<file path="config.mk">
export PLATFORM = sky130hd
export DESIGN_NAME = button_debounce_hold_multipress_flat
export DESIGN_NICKNAME = d
export VERILOG_FILES = /design/src/sv/bdhm_pkg.sv /design/src/sv/bdhm_if.sv /design/src/sv/button_debounce_hold_multipress.sv /design/src/flat_wrapper.sv
export SDC_FILE = /design/constraint.sdc
export NUM_CORES = 1
export LEC_CHECK = 0
export BUFFER_PORTS_ARGS = -buffer_cell sky130_fd_sc_hd__buf_2
export CAP_MARGIN = 25
export CORE_AREA = 2 2 107 109
export DETAILED_ROUTE_END_ITERATION = 8
export DIE_AREA = 0 0 109 111
export PLACE_DENSITY = 0.89
export SYNTH_ARGS = -nofsm -noshare
export SYNTH_HDL_FRONTEND = slang
export SYNTH_SLANG_ARGS = --single-unit
export TNS_END_PERCENT = 1
</file>
<file path="constraint.sdc">
create_clock -name clk -period 4.9 [get_ports clk]
set_input_delay 0.245 -clock clk [delete_from_list [all_inputs] [get_ports clk]]
set_output_delay 0.245 -clock clk [all_outputs]
set_load 0.03 [all_outputs]
</file>
<file path="src/sv/bdhm_pkg.sv">
package bdhm_pkg;

	localparam int TIMER_WIDTH_DEF = 16;
	localparam int COUNT_WIDTH_DEF = 4;

	localparam int CFG_IDX_W  = 3;
	localparam int CFG_DATA_W = 16;
	localparam int LIMIT_W    = 4;
	localparam int HOLD_OUT_W = 4;
	localparam int LEVEL_W    = 2;

	localparam logic [CFG_IDX_W-1:0] REG_DEBOUNCE_TICKS = 3'd0;
	localparam logic [CFG_IDX_W-1:0] REG_WINDOW_TICKS   = 3'd1;
	localparam logic [CFG_IDX_W-1:0] REG_HOLD_TICKS     = 3'd2;
	localparam logic [CFG_IDX_W-1:0] REG_SHUTDOWN_LIMIT = 3'd3;
	localparam logic [CFG_IDX_W-1:0] REG_MULTI_TARGET   = 3'd4;

	localparam logic [CFG_DATA_W-1:0] DEBOUNCE_TICKS_RST = 16'd20;
	localparam logic [CFG_DATA_W-1:0] WINDOW_TICKS_RST   = 16'd2000;
	localparam logic [CFG_DATA_W-1:0] HOLD_TICKS_RST     = 16'd1000;
	localparam logic [LIMIT_W-1:0]    SHUTDOWN_LIMIT_RST = 4'd8;
	localparam logic [LIMIT_W-1:0]    MULTI_TARGET_RST   = 4'd5;

	localparam int LEVEL_ONE_BELOW = 3;
	localparam int LEVEL_TWO_BELOW = 6;

	typedef enum logic [LEVEL_W-1:0] {
		LEVEL_NONE  = 2'd0,
		LEVEL_SHORT = 2'd1,
		LEVEL_MID   = 2'd2,
		LEVEL_LONG  = 2'd3
	} hold_level_t;

endpackage

</file>
<file path="src/sv/bdhm_if.sv">
interface bdhm_in_if;
	logic valid;
	logic ready;
	logic raw_level;

	modport source (output valid, output raw_level, input ready);
	modport sink (input valid, input raw_level, output ready);
endinterface

interface bdhm_out_if;
	logic                                 valid;
	logic                                 ready;
	logic                                 steady_level;
	logic                                 press_pulse;
	logic                                 release_pulse;
	logic                                 shutdown_request;
	logic                                 multi_press_pulse;
	logic [bdhm_pkg::HOLD_OUT_W-1:0]      hold_periods;
	logic [bdhm_pkg::LEVEL_W-1:0]         hold_level;

	modport source (output valid, output steady_level, output press_pulse,
		output release_pulse, output shutdown_request, output multi_press_pulse,
		output hold_periods, output hold_level, input ready);
	modport sink (input valid, input steady_level, input press_pulse,
		input release_pulse, input shutdown_request, input multi_press_pulse,
		input hold_periods, input hold_level, output ready);
endinterface

interface bdhm_cfg_if;
	logic                              valid;
	logic                              ready;
	logic [bdhm_pkg::CFG_IDX_W-1:0]    index;
	logic [bdhm_pkg::CFG_DATA_W-1:0]   data;

	modport source (output valid, output index, output data, input ready);
	modport sink (input valid, input index, input data, output ready);
endinterface

</file>
<file path="src/sv/button_debounce_hold_multipress.sv">
// Debounced push button (active low, one sample per tick) with hold-period counting,
// long-hold shutdown request and multi-press detection. Every cycle can take one
// sample beat; its result beat appears in the output register in the next cycle, and
// the sample channel stays ready while that register is empty or being drained.
// Throughput is one beat per cycle while the result channel drains, set by the single
// state-update stage; all timers and counters advance only on accepted sample beats.
// Configuration writes are always ready; timer lengths apply at the next timer load.
module button_debounce_hold_multipress #(
	parameter int TIMER_WIDTH = bdhm_pkg::TIMER_WIDTH_DEF,
	parameter int COUNT_WIDTH = bdhm_pkg::COUNT_WIDTH_DEF
) (
	input  logic          clk,
	input  logic          arst_n,
	bdhm_in_if.sink       sample_ch,
	bdhm_out_if.source    result_ch,
	bdhm_cfg_if.sink      cfg
);
	import bdhm_pkg::*;

	localparam int LEN_W = (TIMER_WIDTH > CFG_DATA_W) ? TIMER_WIDTH : CFG_DATA_W;
	localparam int CMP_W = (COUNT_WIDTH > HOLD_OUT_W) ? COUNT_WIDTH : HOLD_OUT_W;
	localparam logic [TIMER_WIDTH-1:0] TMAX = '1;
	localparam logic [COUNT_WIDTH-1:0] CMAX = '1;
	localparam logic [CMP_W-1:0] SHOW_MAX = CMP_W'((1 << HOLD_OUT_W) - 1);

	// zero acts as one tick, long values saturate at the timer range
	function automatic logic [TIMER_WIDTH-1:0] load_len(input logic [CFG_DATA_W-1:0] v);
		logic [LEN_W-1:0] t;
		t = LEN_W'(v);
		if (v == '0)
			t = LEN_W'(1);
		if (t > LEN_W'(TMAX))
			t = LEN_W'(TMAX);
		return TIMER_WIDTH'(t);
	endfunction

	// configuration
	logic [CFG_DATA_W-1:0] debounce_ticks_q, window_ticks_q, hold_ticks_q;
	logic [LIMIT_W-1:0]    shutdown_limit_q, multi_target_q;

	// button state
	logic                   steady_q, prev_q, cand_q;
	logic [TIMER_WIDTH-1:0] deb_left_q, hold_left_q, win_left_q;
	logic                   deb_armed_q, hold_armed_q, win_armed_q;
	logic [COUNT_WIDTH-1:0] hold_cnt_q, press_cnt_q;

	// next state
	logic                   steady_d, cand_d;
	logic [TIMER_WIDTH-1:0] deb_left_d, hold_left_d, win_left_d;
	logic                   deb_armed_d, hold_armed_d, win_armed_d;
	logic [COUNT_WIDTH-1:0] hold_cnt_d, press_cnt_d;
	logic                   press_d, release_d, shut_d, multi_d;
	logic [HOLD_OUT_W-1:0]  shown_d;
	hold_level_t            level_d;

	// result register
	logic                   out_valid_q;
	logic                   steady_out_q, press_q, release_q, shut_q, multi_q;
	logic [HOLD_OUT_W-1:0]  shown_q;
	hold_level_t            level_q;

	logic in_fire;

	assign sample_ch.ready = !out_valid_q || result_ch.ready;
	assign in_fire         = sample_ch.valid && sample_ch.ready;
	assign cfg.ready       = 1'b1;

	always_comb begin
		steady_d     = steady_q;
		cand_d       = cand_q;
		deb_left_d   = deb_left_q;
		deb_armed_d  = deb_armed_q;
		hold_left_d  = hold_left_q;
		hold_armed_d = hold_armed_q;
		win_left_d   = win_left_q;
		win_armed_d  = win_armed_q;
		hold_cnt_d   = hold_cnt_q;
		press_cnt_d  = press_cnt_q;
		press_d      = 1'b0;
		release_d    = 1'b0;
		shut_d       = 1'b0;
		multi_d      = 1'b0;

		// window expiry
		if (win_armed_q) begin
			if (win_left_q <= TIMER_WIDTH'(1)) begin
				win_armed_d = 1'b0;
				win_left_d  = '0;
				if (CMP_W'(press_cnt_q) == CMP_W'(multi_target_q))
					multi_d = 1'b1;
				press_cnt_d = '0;
			end else begin
				win_left_d = win_left_q - TIMER_WIDTH'(1);
			end
		end

		// hold tick
		if (hold_armed_q) begin
			if (hold_left_q <= TIMER_WIDTH'(1)) begin
				if (hold_cnt_q != CMAX)
					hold_cnt_d = hold_cnt_q + COUNT_WIDTH'(1);
				hold_left_d = load_len(hold_ticks_q);
			end else begin
				hold_left_d = hold_left_q - TIMER_WIDTH'(1);
			end
		end

		// debounce
		if (sample_ch.raw_level != prev_q) begin
			if (sample_ch.raw_level != steady_q) begin
				cand_d      = sample_ch.raw_level;
				deb_left_d  = load_len(debounce_ticks_q);
				deb_armed_d = 1'b1;
			end else begin
				deb_armed_d = 1'b0;
				deb_left_d  = '0;
			end
		end else if (deb_armed_q) begin
			if (deb_left_q <= TIMER_WIDTH'(1)) begin
				deb_armed_d = 1'b0;
				deb_left_d  = '0;
				steady_d    = cand_q;
				if (cand_q) begin
					release_d    = 1'b1;
					hold_armed_d = 1'b0;
					hold_left_d  = '0;
					if (CMP_W'(hold_cnt_d) > CMP_W'(shutdown_limit_q))
						shut_d = 1'b1;
					if (press_cnt_d == '0) begin
						win_left_d  = load_len(window_ticks_q);
						win_armed_d = 1'b1;
					end
					if (press_cnt_d != CMAX)
						press_cnt_d = press_cnt_d + COUNT_WIDTH'(1);
				end else begin
					press_d      = 1'b1;
					hold_cnt_d   = '0;
					hold_left_d  = load_len(hold_ticks_q);
					hold_armed_d = 1'b1;
				end
			end else begin
				deb_left_d = deb_left_q - TIMER_WIDTH'(1);
			end
		end

		if (CMP_W'(hold_cnt_d) > SHOW_MAX)
			shown_d = HOLD_OUT_W'(SHOW_MAX);
		else
			shown_d = HOLD_OUT_W'(hold_cnt_d);

		if (hold_cnt_d == '0)
			level_d = LEVEL_NONE;
		else if (hold_cnt_d < COUNT_WIDTH'(LEVEL_ONE_BELOW))
			level_d = LEVEL_SHORT;
		else if (hold_cnt_d < COUNT_WIDTH'(LEVEL_TWO_BELOW))
			level_d = LEVEL_MID;
		else
			level_d = LEVEL_LONG;
	end

	always_ff @(posedge clk or negedge arst_n) begin
		if (!arst_n) begin
			debounce_ticks_q <= DEBOUNCE_TICKS_RST;
			window_ticks_q   <= WINDOW_TICKS_RST;
			hold_ticks_q     <= HOLD_TICKS_RST;
			shutdown_limit_q <= SHUTDOWN_LIMIT_RST;
			multi_target_q   <= MULTI_TARGET_RST;
		end else if (cfg.valid) begin
			case (cfg.index)
				REG_DEBOUNCE_TICKS: debounce_ticks_q <= cfg.data;
				REG_WINDOW_TICKS:   window_ticks_q   <= cfg.data;
				REG_HOLD_TICKS:     hold_ticks_q     <= cfg.data;
				REG_SHUTDOWN_LIMIT: shutdown_limit_q <= cfg.data[LIMIT_W-1:0];
				REG_MULTI_TARGET:   multi_target_q   <= cfg.data[LIMIT_W-1:0];
				default: ;
			endcase
		end
	end

	always_ff @(posedge clk or negedge arst_n) begin
		if (!arst_n) begin
			steady_q     <= 1'b1;
			prev_q       <= 1'b1;
			cand_q       <= 1'b1;
			deb_left_q   <= '0;
			deb_armed_q  <= 1'b0;
			hold_left_q  <= '0;
			hold_armed_q <= 1'b0;
			win_left_q   <= '0;
			win_armed_q  <= 1'b0;
			hold_cnt_q   <= '0;
			press_cnt_q  <= '0;
		end else if (in_fire) begin
			steady_q     <= steady_d;
			prev_q       <= sample_ch.raw_level;
			cand_q       <= cand_d;
			deb_left_q   <= deb_left_d;
			deb_armed_q  <= deb_armed_d;
			hold_left_q  <= hold_left_d;
			hold_armed_q <= hold_armed_d;
			win_left_q   <= win_left_d;
			win_armed_q  <= win_armed_d;
			hold_cnt_q   <= hold_cnt_d;
			press_cnt_q  <= press_cnt_d;
		end
	end

	always_ff @(posedge clk or negedge arst_n) begin
		if (!arst_n) begin
			out_valid_q <= 1'b0;
		end else if (in_fire) begin
			out_valid_q <= 1'b1;
		end else if (result_ch.ready) begin
			out_valid_q <= 1'b0;
		end
	end

	// result payload, loaded with each accepted sample beat
	always_ff @(posedge clk) begin
		if (in_fire) begin
			steady_out_q <= steady_d;
			press_q      <= press_d;
			release_q    <= release_d;
			shut_q       <= shut_d;
			multi_q      <= multi_d;
			shown_q      <= shown_d;
			level_q      <= level_d;
		end
	end

	assign result_ch.valid             = out_valid_q;
	assign result_ch.steady_level      = steady_out_q;
	assign result_ch.press_pulse       = press_q;
	assign result_ch.release_pulse     = release_q;
	assign result_ch.shutdown_request  = shut_q;
	assign result_ch.multi_press_pulse = multi_q;
	assign result_ch.hold_periods      = shown_q;
	assign result_ch.hold_level        = level_q;

endmodule

</file>
<file path="src/flat_wrapper.sv">
// flat-port wrapper written by rule: the top's interface ports become plain ports
module button_debounce_hold_multipress_flat import bdhm_pkg::*;
#(
	parameter int TIMER_WIDTH = bdhm_pkg::TIMER_WIDTH_DEF,
	parameter int COUNT_WIDTH = bdhm_pkg::COUNT_WIDTH_DEF
)
  (clk, arst_n, sample_ch_valid, sample_ch_raw_level, sample_ch_ready, result_ch_valid, result_ch_steady_level, result_ch_press_pulse, result_ch_release_pulse, result_ch_shutdown_request, result_ch_multi_press_pulse, result_ch_hold_periods, result_ch_hold_level, result_ch_ready, cfg_valid, cfg_index, cfg_data, cfg_ready);
  bdhm_in_if sample_ch_i ();
  bdhm_out_if result_ch_i ();
  bdhm_cfg_if cfg_i ();
  input  logic clk;
  input  logic arst_n;
  input wire logic [$bits(sample_ch_i.valid)-1:0] sample_ch_valid;
  input wire logic [$bits(sample_ch_i.raw_level)-1:0] sample_ch_raw_level;
  output wire logic [$bits(sample_ch_i.ready)-1:0] sample_ch_ready;
  output wire logic [$bits(result_ch_i.valid)-1:0] result_ch_valid;
  output wire logic [$bits(result_ch_i.steady_level)-1:0] result_ch_steady_level;
  output wire logic [$bits(result_ch_i.press_pulse)-1:0] result_ch_press_pulse;
  output wire logic [$bits(result_ch_i.release_pulse)-1:0] result_ch_release_pulse;
  output wire logic [$bits(result_ch_i.shutdown_request)-1:0] result_ch_shutdown_request;
  output wire logic [$bits(result_ch_i.multi_press_pulse)-1:0] result_ch_multi_press_pulse;
  output wire logic [$bits(result_ch_i.hold_periods)-1:0] result_ch_hold_periods;
  output wire logic [$bits(result_ch_i.hold_level)-1:0] result_ch_hold_level;
  input wire logic [$bits(result_ch_i.ready)-1:0] result_ch_ready;
  input wire logic [$bits(cfg_i.valid)-1:0] cfg_valid;
  input wire logic [$bits(cfg_i.index)-1:0] cfg_index;
  input wire logic [$bits(cfg_i.data)-1:0] cfg_data;
  output wire logic [$bits(cfg_i.ready)-1:0] cfg_ready;
  assign sample_ch_i.valid = sample_ch_valid;
  assign sample_ch_i.raw_level = sample_ch_raw_level;
  assign sample_ch_ready = sample_ch_i.ready;
  assign result_ch_valid = result_ch_i.valid;
  assign result_ch_steady_level = result_ch_i.steady_level;
  assign result_ch_press_pulse = result_ch_i.press_pulse;
  assign result_ch_release_pulse = result_ch_i.release_pulse;
  assign result_ch_shutdown_request = result_ch_i.shutdown_request;
  assign result_ch_multi_press_pulse = result_ch_i.multi_press_pulse;
  assign result_ch_hold_periods = result_ch_i.hold_periods;
  assign result_ch_hold_level = result_ch_i.hold_level;
  assign result_ch_i.ready = result_ch_ready;
  assign cfg_i.valid = cfg_valid;
  assign cfg_i.index = cfg_index;
  assign cfg_i.data = cfg_data;
  assign cfg_ready = cfg_i.ready;
  button_debounce_hold_multipress #(.TIMER_WIDTH(TIMER_WIDTH), .COUNT_WIDTH(COUNT_WIDTH)) u_core (.clk(clk), .arst_n(arst_n), .sample_ch(sample_ch_i), .result_ch(result_ch_i), .cfg(cfg_i));
endmodule
</file>
# Word level (Yosys, flattened, before mapping)

Index checks and enable logic that the tools add are counted.

Reduce and logical (&&, ||, !) cells: 23
Add/sub/neg operators: 5
Multiplexer cells: 73
Bitwise operators: 4
Magnitude comparators: 11
Equal/unequal tests: 9

Operators with widths:

| kind                                                                         | number |
|---|---|
| 16-bit 2-to-1 mux                                                            | 37 |
| 16-bit greater-than comparator, second input constant                        | 4 |
| 4-bit 2-to-1 mux                                                             | 14 |
| 16-bit by 1-bit <= comparator with 1-bit output, second input constant       | 3 |
| 16-bit logical NOT                                                           | 3 |
| 16-bit by 1-bit subtractor with 16-bit output, second input constant         | 3 |
| 1-bit 2-to-1 mux                                                             | 22 |
| 2-bit AND reduction                                                          | 7 |
| 4-bit by 1-bit adder with 4-bit output, second input constant                | 2 |
| 4-bit logical NOT                                                            | 2 |
| 4-bit != test, second input constant                                         | 2 |
| 3-bit by 2-bit == test with 1-bit output, second input constant              | 2 |
| 4-bit == test                                                                | 1 |
| 4-bit greater-than comparator                                                | 1 |
| 4-bit greater-than comparator, second input constant                         | 1 |
| 4-bit by 2-bit less-than comparator with 1-bit output, second input constant | 1 |
| 4-bit by 3-bit less-than comparator with 1-bit output, second input constant | 1 |
| 1-bit NOT                                                                    | 4 |
| 4-bit AND reduction                                                          | 1 |
| 2-bit nonzero test                                                           | 2 |
| 4-bit OR reduction                                                           | 1 |
| 3-bit by 1-bit == test with 1-bit output, second input constant              | 1 |
| 3-bit == test, second input constant                                         | 1 |
| 3-bit logical NOT                                                            | 1 |
| 7 further kinds                                                              | 8 |

Bits of input ports: 25
Logic and storage cells: 150
Output and inout bits: 14
Register bits after elaboration: 130

# Logic depth before layout (Yosys ltp)

Depth after elaboration: 16
Gate-level depth with buffers: 14
Gate-level depth less buffers: 12

# Worst setup path before layout

No wires, ideal clock.

Kind: flip-flop to flip-flop
Start point: reg u_core.win_left_q[10]
End point: reg u_core.win_left_q[1]
Buffers on the path: 2
Clock period less this slack: 3.060 ns
Required time: 4.774 ns
Stages on the path, launching flop included: 13
Setup slack: 1.840 ns
Data arrival time: 2.934 ns
Library setup time: 0.126 ns
Cell sequence: dfrtp_1 > or4_1 > nor4_1 > nand4_1 > clkbuf_1 > nand2_1 > ha_1 > nand2_1 > or4_1 > buf_2 > nand2_2 > o21ai_1 > a221o_1

Longest elaborated chain between the ends: 9
Elaborated cells on any way between the ends: 11
Those cells by class: 1 x order compare; 9 x mux; 1 x reduce/logical

RTL lines:

| what                                              | RTL line                               | source |
|---|---|---|
| start, declared                                   | button_debounce_hold_multipress.sv:43  | `logic [TIMER_WIDTH-1:0] deb_left_q, hold_left_q, win_left_q;` |
| start signal, assigned                            | button_debounce_hold_multipress.sv:201 | `win_left_q <= win_left_d;` |
| 16-bit by 1-bit <= comparator with 1-bit output * | button_debounce_hold_multipress.sv:86  | `if (win_left_q <= TIMER_WIDTH'(1)) begin` |
| 4-bit 2-to-1 mux                                  | button_debounce_hold_multipress.sv:86  |  |
| 4-bit 2-to-1 mux                                  | button_debounce_hold_multipress.sv:85  | `if (win_armed_q) begin` |
| 4-bit logical NOT                                 | button_debounce_hold_multipress.sv:129 | `if (press_cnt_d == '0) begin` |
| 16-bit 2-to-1 mux                                 | button_debounce_hold_multipress.sv:129 |  |
| 16-bit 2-to-1 mux                                 | button_debounce_hold_multipress.sv:123 | `if (cand_q) begin` |
| 16-bit 2-to-1 mux                                 | button_debounce_hold_multipress.sv:119 | `if (deb_left_q <= TIMER_WIDTH'(1)) begin` |
| 16-bit 2-to-1 mux                                 | button_debounce_hold_multipress.sv:118 | `end else if (deb_armed_q) begin` |
| 16-bit 2-to-1 mux *                               | button_debounce_hold_multipress.sv:109 | `if (sample_ch.raw_level != prev_q) begin` |

Mark *: on every way between the ends. The rest lies on a longest branch, timed or not.
A chain may end at the register's enable or synchronous reset.

# Worst setup path after layout

Start point: reg u_core.win_left_q[8]
End point: reg u_core.win_left_q[8]

Longest elaborated chain between the ends: 9
Elaborated cells on any way between the ends: 12
Those cells by class: 1 x add/sub; 1 x order compare; 9 x mux; 1 x reduce/logical

RTL lines:

| what                                            | RTL line |
|---|---|
| 16-bit by 1-bit <= comparator with 1-bit output | button_debounce_hold_multipress.sv:86 |
| 4-bit 2-to-1 mux                                | button_debounce_hold_multipress.sv:86 |
| 4-bit 2-to-1 mux                                | button_debounce_hold_multipress.sv:85 |
| 4-bit logical NOT                               | button_debounce_hold_multipress.sv:129 |
| 16-bit 2-to-1 mux                               | button_debounce_hold_multipress.sv:129 |
| 16-bit 2-to-1 mux                               | button_debounce_hold_multipress.sv:123 |
| 16-bit 2-to-1 mux                               | button_debounce_hold_multipress.sv:119 |
| 16-bit 2-to-1 mux                               | button_debounce_hold_multipress.sv:118 |
| 16-bit 2-to-1 mux *                             | button_debounce_hold_multipress.sv:109 |

Marks and branches as above.

==> impl_summary.md <==
Worst setup path
The number of gates on the worst path with buffers counted is 10. The capture point of the worst path is u_core.win_left_q[8]$_DFFE_PN0P_. STA classifies the critical path startpoint as a register.

The startpoint identified for the worst register-to-register timing path is u_core.win_left_q[8]$_DFFE_PN0P_. The signal on the critical path passes through or4_1, nor4_1, nand4_1, nand2_1, ha_1, nand2_1, or4_1, nand3_1, a21boi_0, a221o_1. The setup path with the least slack is of type reg2reg. The required time at the worst-slack endpoint is 5.20 ns. The depth of the worst register-to-register path is 10.

In this run the critical register-to-register path is captured at u_core.win_left_q[8]$_DFFE_PN0P_. STA classifies the critical path endpoint as a register. The dominant delay contributor by cell family on the critical path is simple AND/OR/NAND/NOR gates.

The arrival time of the worst setup path is 4.26 ns. Among all stages on the critical path, the largest delay is contributed by sky130_fd_sc_hd__or4_1. The register-to-register setup slack is 0.94 ns. The largest fanout of any net on the critical path is 12. The delay of the slowest cell on the worst path is 0.63 ns. The number of buffers and inverters on the critical path is 0.

The beginning of the critical path is u_core.win_left_q[8]$_DFFE_PN0P_.

Timing
The worst path uses 80.76% of the clock period. The worst pin sits at a relative slew slack of 34.94%. The time the worst path needs with I/O delays and setup is 3.957 ns. The count of endpoints failing hold in the final timing report is 0. For the pin with the worst max-slew slack, the measured transition is 0.9628 ns. The number of endpoints failing setup at the final stage is 0. Clock skew on the completed layout was measured at 0.007219 ns. The worst setup slack after layout is 0.9427 ns. The final-report max-slew violation count was 0. For this run, the top clock speed supported by timing is 252.7 MHz. In the final timing run, aggregate negative setup slack is 0 ns. Setup repair after global routing left no endpoint under its margin.

Die
The full die area is 0.01210 mm². The initial core utilization is 63.98%. For this design the top-level I/O count stands at 39.

The width of the die is 109 µm. The die height is 111 µm. The number of placement rows is 39. The core area is 0.01108 mm².

Power and ir drop
Combinational logic burns 26.4% of the power. The net switching share of the total power is 35.93%. The internal portion of total power is 2.657 mW. Summed over all cells, the static leakage comes to 3.305 nW. The worst supply voltage drop on vdd is 0.3515 mV. The power density over the cells is 517.5 mW/mm².

The net switching power of the design is 1.490 mW. The share of total power dissipated in the clock network is 30.9%. The share of total power dissipated in sequential elements is 42.6%.

Logic synthesis
The main flop type after synthesis is sky130_fd_sc_hd__dfrtp_1. By area the synthesized netlist is led by sky130_fd_sc_hd__dfrtp_1 (35%), sky130_fd_sc_hd__mux2_2 (9.5%), sky130_fd_sc_hd__dfstp_2 (7.4%). Sequential cells were found to cover 47.03% of the synthesized design area. The mean cell area of the mapped netlist is 10.05 µm².

Synthesis inferred 130 register bits. The net count after synthesis is 739. In the synthesized netlist, the cells that appear most often are sky130_fd_sc_hd__dfrtp_1 (99), sky130_fd_sc_hd__mux2_2 (60), sky130_fd_sc_hd__o21ai_0 (57), sky130_fd_sc_hd__nor2_1 (55), sky130_fd_sc_hd__nand2_1 (53).

The proportion of netlist area held by the largest area contributor is 34.96%. Yosys mapped a number of flops with a built-in enable equal to 11. The number of different library cells in the post-synthesis netlist is 81.

The cell area after technology mapping is 0.007087 mm². sky130_fd_sc_hd__dfrtp_1 is the most common cell in the netlist. The warning count from the yosys run is 0.

Of all flip-flops after synthesis, the portion carrying an async set or reset was 91.54%. The synthesized design spends more area on one cell type than any other, namely sky130_fd_sc_hd__dfrtp_1. Synthesis produced a netlist whose cell count is 705.

Global route
The first global-routing pass estimated 29770 µm of wire. For this run the aggregate overflow at the end of global routing stands at 0. The number of antenna violations at the first check in global routing was 0. Entering global routing, the biggest net connects 79 pins. Across every metal layer, demand over resource in global routing totals 31.68%. The number of global-route vias before repair is 5894.

Finish
The fraction of final layout cells with drive strength greater than 1 is 23.90%. The area taken by multi-input logic gates is 0.003525 mm². The count of fill cells added during filler insertion is 769. The layout overhead on the synthesized area is 13.06%. The total inserted antenna cells is 0. The final standard cell utilization of the core is 72.34%. The finished layout holds 896 standard cells, fillers aside.

After the last flow step, the layout net total stands at 774. The flip-flop and latch area is 0.003333 mm².

Clock tree
In this run, CTS created clock tree buffers numbering 17. Clock tree synthesis found a total of 130 sinks. The clock tree synthesis step divided the H-tree into 4 levels. After clock tree synthesis, the clock-pin slew on the worst setup and hold paths is 0.06 ns.

TritonCTS built the clock tree. In this run, post-CTS hold repair placed 0 buffers. The later pin in the worst-skew pair is clocked with a latency of 0.43 ns.

Clock tree synthesis selected as its root buffer the cell sky130_fd_sc_hd__clkbuf_16. The number of setup buffers added after CTS is 0. The number of instances resized during post-cts repair is 0.

The largest buffer count on any clock path is 2.

Routing
The count of nets left with antenna violations once routing finished came out at 0. The routed layout has 6089 vias. The routed via count divided by cell count is 6.796. The DRC violations left is 0. After detailed routing, the average wire length per cell comes to 20.34 µm. The initial detailed-routing violation count is 574. The number of detailed-route iterations in the first pass is 5.

The total wirelength of the detailed-routed design is 18230 µm.

Run
The count of maximum capacitance violations is 0.

Place
The number of input and output port buffers inserted is 37. The worst setup slack before clock tree synthesis is 1.133 ns. At the end of routability-driven placement, the weighted congestion stood at 0.9678. The total half-perimeter wirelength after legalization and detailed placement is 12120 µm. In this run, placement finished with an instance count of 861.

Min path
The class of the tightest hold or removal check is in2reg.

Status
The flow ran to the end, and the final reports show no timing, DRC or antenna violations.
==> cells by family after synthesis <==
family | Yosys count | synth area share (%)
simple gates | 241 | 18.52
compound gates | 199 | 18.27
flops | 130 | 47.03
mux | 62 | 9.816
buf+inv | 52 | 3.301
fa+ha+maj | 12 | 2.013
xor+xnor | 8 | 0.9887
other cells | 1 | 0.05292
==> state kept, by name, summed over array words and instances (netlist names), 4 cells and up <==
register and count:
u_core.shutdown_limit_q 4, u_core.result_ch.hold_periods 4, u_core.hold_cnt_q 4, u_core.debounce_ticks_q 16
u_core.window_ticks_q 16, u_core.hold_left_q 16, u_core.press_cnt_q 4, u_core.hold_ticks_q 16
u_core.deb_left_q 16, u_core.multi_target_q 4, u_core.win_left_q 16
==> routing by layer <==
metal | GRT usage, % | up-vias | wire [µm]
li1 | - | 2728 | -
met5 | 0 | - | 0
met2 | 48.45 | 332 | 8770
met3 | 7.760 | 45 | 1546
met4 | 13.33 | 0 | 439
met1 | 43.03 | 2984 | 7468
==> worst register-to-register path: stages, from the launching register on <==
cell,delay (ns)
sky130_fd_sc_hd__dfrtp_1,0.43
sky130_fd_sc_hd__or4_1,0.59
sky130_fd_sc_hd__nor4_1,0.31
sky130_fd_sc_hd__nand4_1,0.59
sky130_fd_sc_hd__nand2_1,0.34
sky130_fd_sc_hd__ha_1,0.20
sky130_fd_sc_hd__nand2_1,0.06
sky130_fd_sc_hd__or4_1,0.63
sky130_fd_sc_hd__nand3_1,0.17
sky130_fd_sc_hd__a21boi_0,0.15
sky130_fd_sc_hd__a221o_1,0.36
==> power by group through the flow <==
stage	Combinational (mW)	Clock (mW)	Sequential (mW)
floorplan	0.830	0	1.66
global placement	1.00	0	1.74
detailed placement	1.06	0	1.76
CTS	1.08	1.29	1.75
global route	1.22	1.34	1.80
finish	1.10	1.28	1.77
==> through the flow <==
stage	total power [mW]	cell area (µm²)	hold slack (ns)
after global placement	2.741	7345	0.4491
final	4.147	8013	0.02284
after global routing	4.361	8013	0.02887
after CTS	4.120	7968	0.01309
after detailed placement	2.822	7363	0.4653
after floorplan	2.495	7087	-0.05059
==> cell type report <==
type / count / share of cell area (%)
Clock buffer: 19 / 5.653
Multi-Input combinational cell: 523 / 43.99
Inverter: 20 / 0.9369
Clock inverter: 13 / 1.889
Sequential cell: 130 / 41.60
Timing Repair Buffer: 48 / 3.701
Tap cell: 143 / 2.233
==> worst min path at each step <==
| stage | cells past startpoint | slack, ns | end | start |
|---|---|---|---|---|
| floorplan | 0 | -0.05 | u_core.deb_armed_q$_DFFE_PN0P_ | arst_n |
| global placement | 2 | 0.45 | u_core.result_ch.valid$_DFFE_PN0P_ | sample_ch_valid |
| detailed placement | 2 | 0.47 | u_core.result_ch.valid$_DFFE_PN0P_ | sample_ch_valid |
| CTS | 2 | 0.01 | u_core.result_ch.valid$_DFFE_PN0P_ | sample_ch_valid |
| global route | 2 | 0.03 | u_core.result_ch.valid$_DFFE_PN0P_ | sample_ch_valid |
| finish | 2 | 0.02 | u_core.result_ch.valid$_DFFE_PN0P_ | sample_ch_valid |
==> placed cells by master, fill, tap and decap left out, types with 6 or more instances in the layout <==
master                      instances
sky130_fd_sc_hd__nand2_1           53
sky130_fd_sc_hd__nor2_1            55
sky130_fd_sc_hd__edfxtp_1          11
sky130_fd_sc_hd__o21ai_0           56
sky130_fd_sc_hd__nand3_1           16
sky130_fd_sc_hd__o21ai_1           11
sky130_fd_sc_hd__inv_1             18
sky130_fd_sc_hd__mux2_2            60
sky130_fd_sc_hd__xnor2_1            6
sky130_fd_sc_hd__a22oi_1            9
sky130_fd_sc_hd__a21oi_1           42
sky130_fd_sc_hd__clkbuf_16         17
sky130_fd_sc_hd__ha_1               9
sky130_fd_sc_hd__dfstp_2           20
sky130_fd_sc_hd__o31ai_1            7
sky130_fd_sc_hd__nor3_1            33
sky130_fd_sc_hd__a221o_1            9
sky130_fd_sc_hd__a21o_1             6
sky130_fd_sc_hd__clkinv_4           6
sky130_fd_sc_hd__a31oi_1            6
sky130_fd_sc_hd__or4_1              6
sky130_fd_sc_hd__buf_4              9
sky130_fd_sc_hd__nor4_1            20
sky130_fd_sc_hd__buf_2             36
sky130_fd_sc_hd__dfrtp_1           99
sky130_fd_sc_hd__a211o_1           13
(Power assumes the default switching activity.)
